$ cat config.mk
export PLATFORM = sky130hd
export DESIGN_NAME = les_out_fifo
export DESIGN_NICKNAME = d
export VERILOG_FILES = /design/src/hdl/les_pkg.sv /design/src/hdl/les_out_fifo.sv
export SDC_FILE = /design/constraint.sdc
export NUM_CORES = 1
export LEC_CHECK = 0
export BUFFER_PORTS_ARGS = -buffer_cell sky130_fd_sc_hd__buf_2
export CORE_AREA = 2 2 56 58
export DETAILED_ROUTE_END_ITERATION = 10
export DIE_AREA = 0 0 58 60
export PLACE_DENSITY = 0.67
export SYNTH_ARGS = -nofsm -noshare
export SYNTH_HDL_FRONTEND = slang
export SYNTH_SLANG_ARGS = --single-unit
$ cat constraint.sdc
create_clock -name clk_i -period 3.9 [get_ports clk_i]
set_clock_uncertainty 0.1 [all_clocks]
set_input_delay 0.39 -clock clk_i [delete_from_list [all_inputs] [get_ports clk_i]]
set_output_delay 0.39 -clock clk_i [all_outputs]
set_load 0.02 [all_outputs]
$ cat src/hdl/les_pkg.sv
// Shared types and constants for the Laplacian edge stream block.
package les_pkg;

  localparam int unsigned PIX_W = 8;

  localparam logic [13:0] GRAY_K0 = 14'd4899;
  localparam logic [13:0] GRAY_K1 = 14'd9617;
  localparam logic [13:0] GRAY_K2 = 14'd1868;
  localparam logic [21:0] GRAY_ROUND = 22'd8192;
  localparam int unsigned GRAY_SHIFT = 14;

  localparam int unsigned OUT_DEPTH = 3;

  typedef enum logic {
    REG_FRAME_WIDTH  = 1'b0,
    REG_FRAME_HEIGHT = 1'b1
  } cfg_reg_e;

  typedef struct packed {
    logic             frame_end;
    logic [PIX_W-1:0] edge_value;
  } out_item_t;

endpackage

$ cat src/hdl/les_out_fifo.sv
// Small result queue between the edge stage and the output stream.
module les_out_fifo
  import les_pkg::*;
(
  input  logic      clk_i,
  input  logic      rst_ni,
  input  logic      push_i,
  input  out_item_t item_i,
  output logic      valid_o,
  input  logic      ready_i,
  output out_item_t item_o,
  output logic [1:0] count_o
);

  out_item_t  items_q [OUT_DEPTH];
  logic [1:0] wr_ptr_q, wr_ptr_d;
  logic [1:0] rd_ptr_q, rd_ptr_d;
  logic [1:0] count_q, count_d;
  logic       pop;

  assign valid_o = (count_q != 2'd0);
  assign pop     = valid_o && ready_i;
  assign item_o  = items_q[rd_ptr_q];
  assign count_o = count_q;

  always_comb begin
    wr_ptr_d = wr_ptr_q;
    rd_ptr_d = rd_ptr_q;
    count_d  = count_q;
    if (push_i) begin
      wr_ptr_d = (wr_ptr_q == 2'(OUT_DEPTH - 1)) ? 2'd0 : wr_ptr_q + 2'd1;
    end
    if (pop) begin
      rd_ptr_d = (rd_ptr_q == 2'(OUT_DEPTH - 1)) ? 2'd0 : rd_ptr_q + 2'd1;
    end
    if (push_i && !pop) begin
      count_d = count_q + 2'd1;
    end else if (pop && !push_i) begin
      count_d = count_q - 2'd1;
    end
  end

  always_ff @(posedge clk_i or negedge rst_ni) begin
    if (!rst_ni) begin
      wr_ptr_q <= 2'd0;
      rd_ptr_q <= 2'd0;
      count_q  <= 2'd0;
    end else begin
      wr_ptr_q <= wr_ptr_d;
      rd_ptr_q <= rd_ptr_d;
      count_q  <= count_d;
    end
  end

  always_ff @(posedge clk_i) begin
    if (push_i) begin
      items_q[wr_ptr_q] <= item_i;
    end
  end

endmodule

# Word level (Yosys, flattened, before mapping)
# Memory sizes are Yosys's and may differ from the RTL's.
# Index checks and enable logic that the tools add are counted.
[totals]
register_bits = 6
latchBits = 0
ram_bits = 27
mem_bits_ro = 0
out_inout_bits = 12
word_cells = 23
mem_count = 1
[classes]
n_addsub = 4
n_mul = 0
n_div = 0
magnitude_cmp = 0
eq_ne = 2
n_shift = 0
mux = 6
bitwise = 0
n_reduce_logical = 7
[mem_list]
columns = ["name", "words", "word_bits", "read_ports", "rd_ports_with_merged_regs", "write_ports", "line", "source"]
rows = [
  ["items_q", 3, 9, 1, 0, 1, "les_out_fifo.sv:15", "out_item_t items_q [OUT_DEPTH];"],
]
[op_table]
columns = ["op", "count"]
rows = [
  ["2-bit two-way mux", 4],
  ["2-bit by 1-bit adder with 2-bit output (second input constant)", 3],
  ["2-bit equality test (second input constant)", 2],
  ["2-bit nonzero test", 2],
  ["1-bit logical AND", 3],
  ["1-bit zero test", 2],
  ["1-bit two-way mux", 2],
  ["2-bit by 1-bit subtractor with 2-bit output (second input constant)", 1],
]

# Depth between registers and ports, before layout
# Gate-level depths: netlist of the first run.
[logic_depth]
word_depth = 5
depth_mapped = 5
mapped_depth_nobuf = 5

# Worst setup path before layout of the first run
# Ideal clock, no wire load.
[synth_path]
path_type = "in2reg"
start = "input port push_i"
end = "memory items_q[2][0] in the netlist's numbering (enable)"
setup_time_ps = 389
arrival_ps = 1196
required_ps = 3411
slack_ps = 2215
cell_stages = 2
path_cell_list = "inv_1 -> nor3b_1"
[synth_via]
elab_chain_cells = 2
[synth_lines]
columns = ["item", "line", "source"]
rows = [
  ["start, declared", "les_out_fifo.sv:7", "input logic push_i,"],
  ["1-bit two-way mux", "les_out_fifo.sv:56", "if (push_i) begin"],
  ["1-bit two-way mux (not written as such)", "les_out_fifo.sv:57", "items_q[wr_ptr_q] <= item_i;"],
  ["end, declared", "les_out_fifo.sv:15", ""],
]
# Every way passes these cells.

==> results of run 1 <==
==> cells in the final DEF (no fill, tap or decap), types with 2 or more instances in the layout <==
cell type / n
a21o_1: 3
buf_2: 24
clkbuf_4: 5
dfrtp_1: 6
edfxtp_1: 27
mux2i_1: 9
nand2_1: 11
nor2_1: 2
o21ai_1: 10
xor2_1: 2
==> stage by stage <==
stage	utilization (%)	area (um2)	total power, uW	worst slack [ns]
after floorplan	-	1280	810	2.21
after global placement	49.2	1430	912	2.12
after detailed placement	49.2	1430	925	2.09
after CTS	52.2	1510	1170	1.74
after global routing	52.2	1510	1230	1.65
final	52.2	1510	1150	1.78
==> power breakdown <==
part	internal, uW	total, uW	leakage (uW)	switching, uW
sequential	462	551	0.000323	88.9
clock	133	243	0.0000399	109
combinational	147	357	0.000244	210
total	743	1150	0.000607	408
==> worst max-delay path, stage by stage, from the launching register on <==
cell and delay, ns:
dfrtp_1 0.74, mux2i_1 0.29, o21ai_1 0.08, buf_2 0.18
==> final timing paths <==
kind                              from             to  slack [ns]  cells past startpoint
max                        rd_ptr_q[0]      item_o[6]        1.78                      3
min                          item_i[4]  items_q[0][4]        0.16                      1
max reg2reg                wr_ptr_q[0]  items_q[2][5]        2.26                      2
min reg2reg                 count_o[1]     count_o[1]        0.43                      1
max in group asynchronous       rst_ni    wr_ptr_q[1]        3.26                      2
min in group asynchronous       rst_ni    rd_ptr_q[0]        0.30                      2
==> cell type report <==
type                       instances  area [um2]  share of cell area (%)
sequential                        33         961                    63.5
inverter                           1        3.75                   0.248
clock buffer                       6        41.3                    2.73
tap                               33        41.3                    2.73
timing repair buffer              26         138                    9.09
multi-input combinational         45         295                    19.5
clock inverter                     2        33.8                    2.23
==> synthesized netlist by cell type <==
| cell | n |
|---|---|
| edfxtp_1 | 27 |
| nand2_1 | 11 |
| o21ai_1 | 10 |
| mux2i_1 | 9 |
| dfrtp_1 | 6 |
| a21o_1 | 3 |
| buf_2 | 2 |
| nor2_1 | 2 |
| xor2_1 | 2 |
| buf_6 | 1 |
| ha_1 | 1 |
| inv_1 | 1 |
| nor3_1 | 1 |
| nor3_2 | 1 |
| nor3b_1 | 1 |
| o21ai_2 | 1 |
| or2_1 | 1 |
| or2b_1 | 1 |
| xnor2_1 | 1 |
==> layer usage <==
layer,GRT usage [%],vias to the layer above
met5,0,-
met4,12.0,0
met3,4.76,7
met2,23.9,18
met1,15.3,348
li1,-,361
==> timing repair <==
item / in CTS / in global routing
endpoints found under the hold margin: 6 / 0
hold buffers: 1 / 0
buffers inserted: 0 / 0
==> state kept, by name, indices dropped and copies added (netlist names) <==
name / flops
count_o: 2
rd_ptr_q: 2
items_q: 27
wr_ptr_q: 2
==> kinds of logic (layout without fill, tap and decap cells) <==
| group | Yosys count | in the layout | share of synthesized area (%) |
|---|---|---|---|
| flops | 33 | 33 | 75.0 |
| simple gates | 18 | 18 | 6.64 |
| compound gates | 14 | 14 | 6.35 |
| mux | 9 | 9 | 7.03 |
| buf+inv | 4 | 35 | 1.95 |
| xor+xnor | 3 | 3 | 2.05 |
| fa+ha+maj | 1 | 1 | 0.976 |
==> results_dict.tcl, run 1 <==
set metrics [dict create \
    cts_sinks 33 \
    wl_per_cell_um 14.5 \
    post_cts_resized 0 \
    clockRootBuffer "clkbuf_4" \
    die_w_um 58 \
    max_freq_ghz 0.472 \
    clk_pin_slew_worst_paths_ns 0.10 \
    synthCells 82 \
    fp.dieH_um 60 \
    synth_cell_types 19 \
    fin_crit_ns 2.12 \
    path_class "reg2out" \
    antenna_found_initial 0 \
    grt_overflow 0 \
    grt_usage_pct 14.6 \
    synth_nets 96 \
    peakVddDrop_uv 450 \
    dr.pass1.iters 4 \
    cts_buffer_depth 2 \
    tritoncts "yes" \
    htreeDepth 2 \
    setup_violations 0 \
    grt_pass1_vias 720 \
    wl_met2_um 1090 \
    start_util_pct 44.1 \
    routed_via_density 5.03 \
    drt_wl_total_um 2120 \
    whs_ns 0.156 \
    fillCellCount 257 \
    dieArea_um2 3480 \
    dpl.cell_count 137 \
    min_period_over_period_pct 54.3 \
    drive_gt1_share_pct 29.2 \
    fin_nets 126 \
    top_layer_used "met4" \
    synth_area_leaders "edfxtp_1, dfrtp_1, mux2i_1, o21ai_1, nand2_1" \
    worstPathArrival_ns 1.63 \
    wl_met3_um 111 \
    slew_viol_final 0 \
    clock_latency_ns 0.32 \
    crit_fanout 12 \
    antenna_left 0 \
    grt_pass1_wl_um 3420 \
    yosys.area.top_type_share_pct 63.3 \
    p_per_area_nw_per_um2 760 \
    io_buffers 24 \
    syn_area_um2 1280 \
    antenna_cells 0 \
    yosysTopAreaCell "edfxtp_1" \
    leakagePower_uw 0.000607 \
    hold_class "in2reg" \
    critPathCaptureType "primary output" \
    fin_cells 146 \
    drcViolationCount 0 \
    gp_congestion 0.736 \
    rsz0062_at_grt "false" \
    drtIter0Drc 32 \
    worst_slew_pin_slew_ns 0.853 \
    fin_tns_setup_ns 0 \
    slew_headroom_pct 42.9 \
    cap_violations 0 \
    cp-start-kind "flip-flop" \
    io_pins 25 \
    grt_max_degree 22 \
    core-area_um2 2900 \
    hold_violations 0 \
    ys.warnings.count 0 \
    num_vias 734 \
    dp_hpwl_um 1450 \
    avgSynthCellArea_um2 15.6 \
    synth.yosys.seq_area_share_pct 75.0 \
    rows 20 \
    areaGrowthSynthToFinish_pct 18.2 \
    worstPathRequired_ns 3.41 \
    wl_met1_um 869 \
    cts_made_buffers 5 \
    ys_seq_elements 33 \
    status "completed" \
]
Power figures use the tool's default switching activity.
==> run 2: changes to the inputs <==
PLACE_DENSITY = 0.69   (was 0.67)
clock period = 1.82 ns   (was 3.9 ns; I/O delays follow)
==> run 2 against run 1 <==
Largest power group unchanged. Critical path type unchanged. First-iteration DRC count decreased by 38%. Via count is 6.4% higher. Clock-buffer cell count unchanged.
==> results_dict.tcl, run 2 (synthesis results as in run 1) <==
set metrics [dict create \
    status "completed" \
    drive_gt1_share_pct 31.0 \
    slew_headroom_pct 76.9 \
    grt_pass1_wl_um 3620 \
    fin_tns_setup_ns 0 \
    max_freq_ghz 0.599 \
    gp_congestion 0.750 \
    num_vias 781 \
    fin_nets 140 \
    die_w_um 58 \
    p_comb_share_pct 34.7 \
    fp.dieH_um 60 \
    worst_slew_pin_slew_ns 0.346 \
    crit_path_top_delay_cell "dfrtp_2" \
    grt_overflow 0 \
    regMostFlops "items_q" \
    fin_crit_ns 1.67 \
    htreeDepth 2 \
    worst-path-buf-inv 1 \
    cts_sinks 33 \
    start_util_pct 44.1 \
    rsz0062_at_grt "false" \
    cp-start-kind "flip-flop" \
    min_path_cells 3 \
    crit_path_max_incr_delay_ns 0.57 \
    worstPathArrival_ns 1.39 \
    io_buffers 24 \
    critPathCaptureType "primary output" \
    cts_setup_buffers 0 \
    rows 20 \
    setup_violations 0 \
    peakVddDrop_uv 825 \
    min_period_over_period_pct 91.7 \
    p_per_area_nw_per_um2 1470 \
    crit_path_start "rd_ptr_q[0]" \
    antenna_left 0 \
    cap_violations 0 \
    antenna_cells 0 \
    worstPathRequired_ns 1.54 \
    internal_power_uw 1490 \
    wl_per_cell_um 13.9 \
    grt_max_degree 22 \
    clkPwrFrac_pct 15.2 \
    largest_register_ffs 27 \
    areaGrowthSynthToFinish_pct 26.0 \
    grt_usage_pct 14.8 \
    drcViolationCount 0 \
    rr_worst_depth 5 \
    leakagePower_uw 0.000654 \
    finalWorstSetupSlack_ns 0.151 \
    rrSetupSlack_ns 0.37 \
    hold_violations 0 \
    hold_end "rd_ptr_q[1]" \
    r2r_start "count_o[1]" \
    hp-start "ready_i" \
    path_cells "mux2i_1 > o21ai_1 > buf_2" \
    grt_pass1_vias 804 \
    path_class "reg2out" \
    routed_via_density 4.91 \
    cts_made_buffers 5 \
    placed_cell_area_um2 1470 \
    dr.pass1.iters 4 \
    seq_power_share_pct 50.1 \
    dp_hpwl_um 1500 \
    final_common_cell "edfxtp_1" \
    p_sw_uw 879 \
    swShare_pct 37.1 \
    drtIter0Drc 20 \
    io_pins 25 \
    crit_fanout 12 \
    layout_common_cells "edfxtp_1, buf_2, nand2_1" \
    hold_class "in2reg" \
    cpLargestDelayFamily "flip-flops" \
    stdcell_area_um2 1610 \
    antenna_found_initial 0 \
    cts_buffer_depth 2 \
    pre_cts_ws_ns 0.283 \
    drt_wl_total_um 2200 \
    slew_viol_final 0 \
    clock_latency_ns 0.32 \
    clk_pin_slew_worst_paths_ns 0.09 \
    reg2reg_to "count_o[1]" \
    core-area_um2 2900 \
    clockRootBuffer "clkbuf_4" \
    dieArea_um2 3480 \
    tritoncts "yes" \
]
## run 2: cell types whose count changed in the layout (fill, tap and decap cells not counted)
cell	change
bufinv_16	-1
dlygate4sd3_1	+9
dfrtp_1	-2
buf_4	+5
dfrtp_2	+2
## run 2: tightest hold or removal path, cell delays in order
cell and delay (ns):
buf_2 0.10, o21ai_2 0.10, o21ai_1 0.08
## run 2: per-stage QoR
step | util, % | total power, uW | std cells | hold slack (ns)
after detailed placement | 50.5 | 2030 | 142 | -0.0882
after floorplan | - | 1740 | 82 | -0.214
after CTS | 55.6 | 2400 | 159 | 0.0605
after global routing | 55.6 | 2540 | 159 | 0.0628
after global placement | 50.5 | 1990 | 142 | -0.0887
final | 55.6 | 2370 | 159 | 0.0652
## run 2: worst max path at each step
stage                         end  slack (ns)  cells after the start
CTS                     item_o[5]        0.03                      3
global route            item_o[5]        0.02                      3
detailed placement      item_o[5]        0.28                      3
finish                  item_o[5]        0.15                      3
floorplan           items_q[2][0]        0.17                      1
global placement        item_o[2]        0.33                      3
## run 2: power by group through the flow
stage | clock, uW | combinational [uW] | sequential [uW]
after global routing | 406 | 911 | 1220
after CTS | 372 | 836 | 1190
after global placement | 0 | 797 | 1190
after detailed placement | 0 | 822 | 1200
final | 360 | 823 | 1190
after floorplan | 0 | 624 | 1110
## run 2: timing repair
item	in CTS	in global routing
resized for setup	1	1
endpoints found under the hold margin	33	0
hold buffers	10	0
setup endpoints to repair	9	9
## run 2: layer usage
metal	vias to the layer above	track usage (%)	part of all wire [%]
li1	390	-	-
met1	367	17.0	43
met2	17	24.4	49
met3	7	3.90	4.2
met4	0	9.97	2.9
met5	-	0	0
## run 2: layout make-up
cell class,instances,area (um2)
Sequential cell,33,963
Clock buffer,6,41.3
Clock inverter,1,3.75
Timing Repair Buffer,40,265
Fill cell,251,1290
Multi-Input combinational cell,45,295
Inverter,1,3.75
Tap cell,33,41.3
==> run 3: changes to the inputs <==
ABC_AREA = 1   (was unset)
PLACE_DENSITY = 0.7   (was 0.69)
==> run 3 against run 2 <==
Sequential share of layout area is 2.3 points lower. Routed wire length is 7.8% higher. Core utilization is 2.2 points higher. Via count is 14% higher. Design area is 4.0% higher. Area after synthesis is 0.39% higher. Final cell count is 18% higher. Maximum frequency is 0.29% higher. Register-to-register slack hardly changed. Largest power group is now combinational logic. Hold slack better by 0.028 ns. Combinational power is 36% higher. Total power is 10% higher.
==> results_dict.tcl, run 3 <==
set metrics [dict create \
    grt_max_degree 14 \
    cts_made_buffers 5 \
    fin_nets 167 \
    ys.flop_type "edfxtp_1" \
    rrSetupSlack_ns 0.36 \
    max_freq_ghz 0.601 \
    antenna_found_initial 0 \
    crit_path_top_delay_cell "dfrtp_2" \
    synth.most_common_cell "nand2_1" \
    cap_violations 0 \
    p_comb_share_pct 43.0 \
    r2r_start "count_o[0]" \
    drtIter0Drc 25 \
    crit_path_max_incr_delay_ns 0.45 \
    p_per_area_nw_per_um2 1560 \
    fin_crit_ns 1.66 \
    critPathCaptureType "primary output" \
    antenna_left 0 \
    slew_headroom_pct 73.2 \
    layout_common_cells "nand2_1, edfxtp_1, buf_2" \
    dr.pass1.iters 4 \
    wl_per_cell_um 12.7 \
    swShare_pct 40.0 \
    worstPathRequired_ns 1.54 \
    fin_cells 187 \
    hold_violations 0 \
    slew_viol_final 0 \
    rows 20 \
    clkPwrFrac_pct 14.5 \
    seq_power_share_pct 42.5 \
    peakVddDrop_uv 880 \
    grt_pass1_wl_um 3960 \
    p_sw_uw 1050 \
    avgSynthCellArea_um2 12.5 \
    tritoncts "yes" \
    path_class "reg2out" \
    cts_sinks 33 \
    synth_nets 117 \
    syn_area_um2 1290 \
    reg2reg_to "count_o[1]" \
    synth_cell_types 15 \
    start_util_pct 44.3 \
    fp.dieH_um 60 \
    antenna_cells 0 \
    path_cells "inv_2 > nor2_4 > buf_4 > nand2_1 > nand3_1 > buf_2" \
    leakagePower_uw 0.000725 \
    rsz0062_at_grt "false" \
    synthArstFlopShare_pct 18.2 \
    fin_tns_setup_ns 0 \
    regMostFlops "items_q" \
    areaGrowthSynthToFinish_pct 30.4 \
    ys_seq_elements 33 \
    status "completed" \
    synthCells 103 \
    synth.yosys.seq_area_share_pct 74.7 \
    io_buffers 24 \
    crit_fanout 5 \
    io_pins 25 \
    drt_wl_total_um 2380 \
    yosysTopAreaCell "edfxtp_1" \
    clockRootBuffer "clkbuf_4" \
    dpl.cell_count 160 \
    grt_overflow 0 \
    ys.warnings.count 0 \
    dieArea_um2 3480 \
    worst_slew_pin_slew_ns 0.402 \
    whs_ns 0.0930 \
    hold_class "in2async" \
    rr_worst_depth 8 \
    setup_violations 0 \
    synth_area_leaders "edfxtp_1, dfrtp_1, nand2_1, nand3_1, inv_1" \
    internal_power_uw 1560 \
    largest_register_ffs 27 \
    synthTopCellsByCount "nand2_1, edfxtp_1, nand3_1" \
    num_vias 891 \
    core-area_um2 2900 \
    drcViolationCount 0 \
    clk_pin_slew_worst_paths_ns 0.09 \
    routed_via_density 4.76 \
    gp_congestion 0.712 \
    die_w_um 58 \
    clock_latency_ns 0.32 \
    yosys.area.top_type_share_pct 63.0 \
    synth-edff-count 27 \
    htreeDepth 2 \
    grt_pass1_vias 925 \
    dp_hpwl_um 1540 \
    fillCellCount 239 \
    worstPathArrival_ns 1.38 \
    cts_buffer_depth 2 \
    grt_usage_pct 16.3 \
    final_common_cell "nand2_1" \
    cp-start-kind "flip-flop" \
    drive_gt1_share_pct 30.5 \
    min_period_over_period_pct 91.5 \
]
run 3: cell type report:
cell class              count  area (um2)  share of cell area, %
multi-input cells          61         295                   17.6
flip-flops and latches     33         963                   57.4
well taps                  33        41.3                   2.46
clock inverters             2        10.0                  0.597
clock buffers               6        41.3                   2.46
inverters                   9        33.8                   2.01
repair buffers             43         293                   17.4
run 3: kinds of logic after synthesis:
kind of cell	share of synthesized area, %
compound gates	0.778
xor+xnor	0.681
fa+ha+maj	0.973
buf+inv	3.21
flops	74.7
simple gates	19.6
run 3: how the worst max path moves through the flow:
| stage | start | end | slack, ns | cells past startpoint |
|---|---|---|---|---|
| floorplan | count_o[0] | count_o[1] | 0.26 | 8 |
| global route | rd_ptr_q[0] | item_o[7] | 0.03 | 6 |
| finish | rd_ptr_q[0] | item_o[0] | 0.16 | 6 |
| global placement | rd_ptr_q[1] | item_o[0] | 0.36 | 4 |
| detailed placement | rd_ptr_q[1] | item_o[6] | 0.32 | 4 |
| CTS | rd_ptr_q[0] | item_o[0] | 0.07 | 6 |
run 3: worst max-delay path: cells and delay by family (launching register included):
family / cells / cell delay, ns
buffers and inverters: 3 / 0.37
DFF: 1 / 0.45
and+or+nand+nor: 3 / 0.22
run 3: what timing repair did:
| item | CTS | global route |
|---|---|---|
| resized for setup | 2 | 1 |
| gates cloned | 1 | 0 |
| hold buffers | 12 | 0 |
| pin swaps | 1 | 0 |
| setup endpoints to repair | 9 | 9 |
| hold endpoints to repair | 36 | 0 |
| setup buffers | 3 | 3 |
run 3: power by group through the flow:
stage / Combinational (uW) / Sequential [uW] / Clock, uW
3_3_place_gp: 940 / 1110 / 0
2_1_floorplan: 665 / 1110 / 0
4_1_cts: 1070 / 1120 / 392
5_1_grt: 1240 / 1130 / 420
3_5_place_dp: 969 / 1120 / 0
6_report: 1120 / 1110 / 379
run 3: routing by layer:
layer	routed length [um]	up-vias	track usage [%]	share of wire [%]
met5	0	-	0	0
met4	47	0	6.98	2.0
met3	94	7	5.84	4.0
met2	1270	20	28.4	53
met1	965	412	17.9	41
li1	-	452	-	-
run 3: stage by stage:
step,power (uW),util [%],instance area [um2],setup slack (ns)
6_report,2610,57.8,1680,0.156
3_3_place_gp,2050,49.9,1450,0.362
3_5_place_dp,2090,49.9,1450,0.323
5_1_grt,2790,57.8,1680,0.0336
4_1_cts,2590,57.0,1650,0.0720
2_1_floorplan,1770,-,1290,0.260
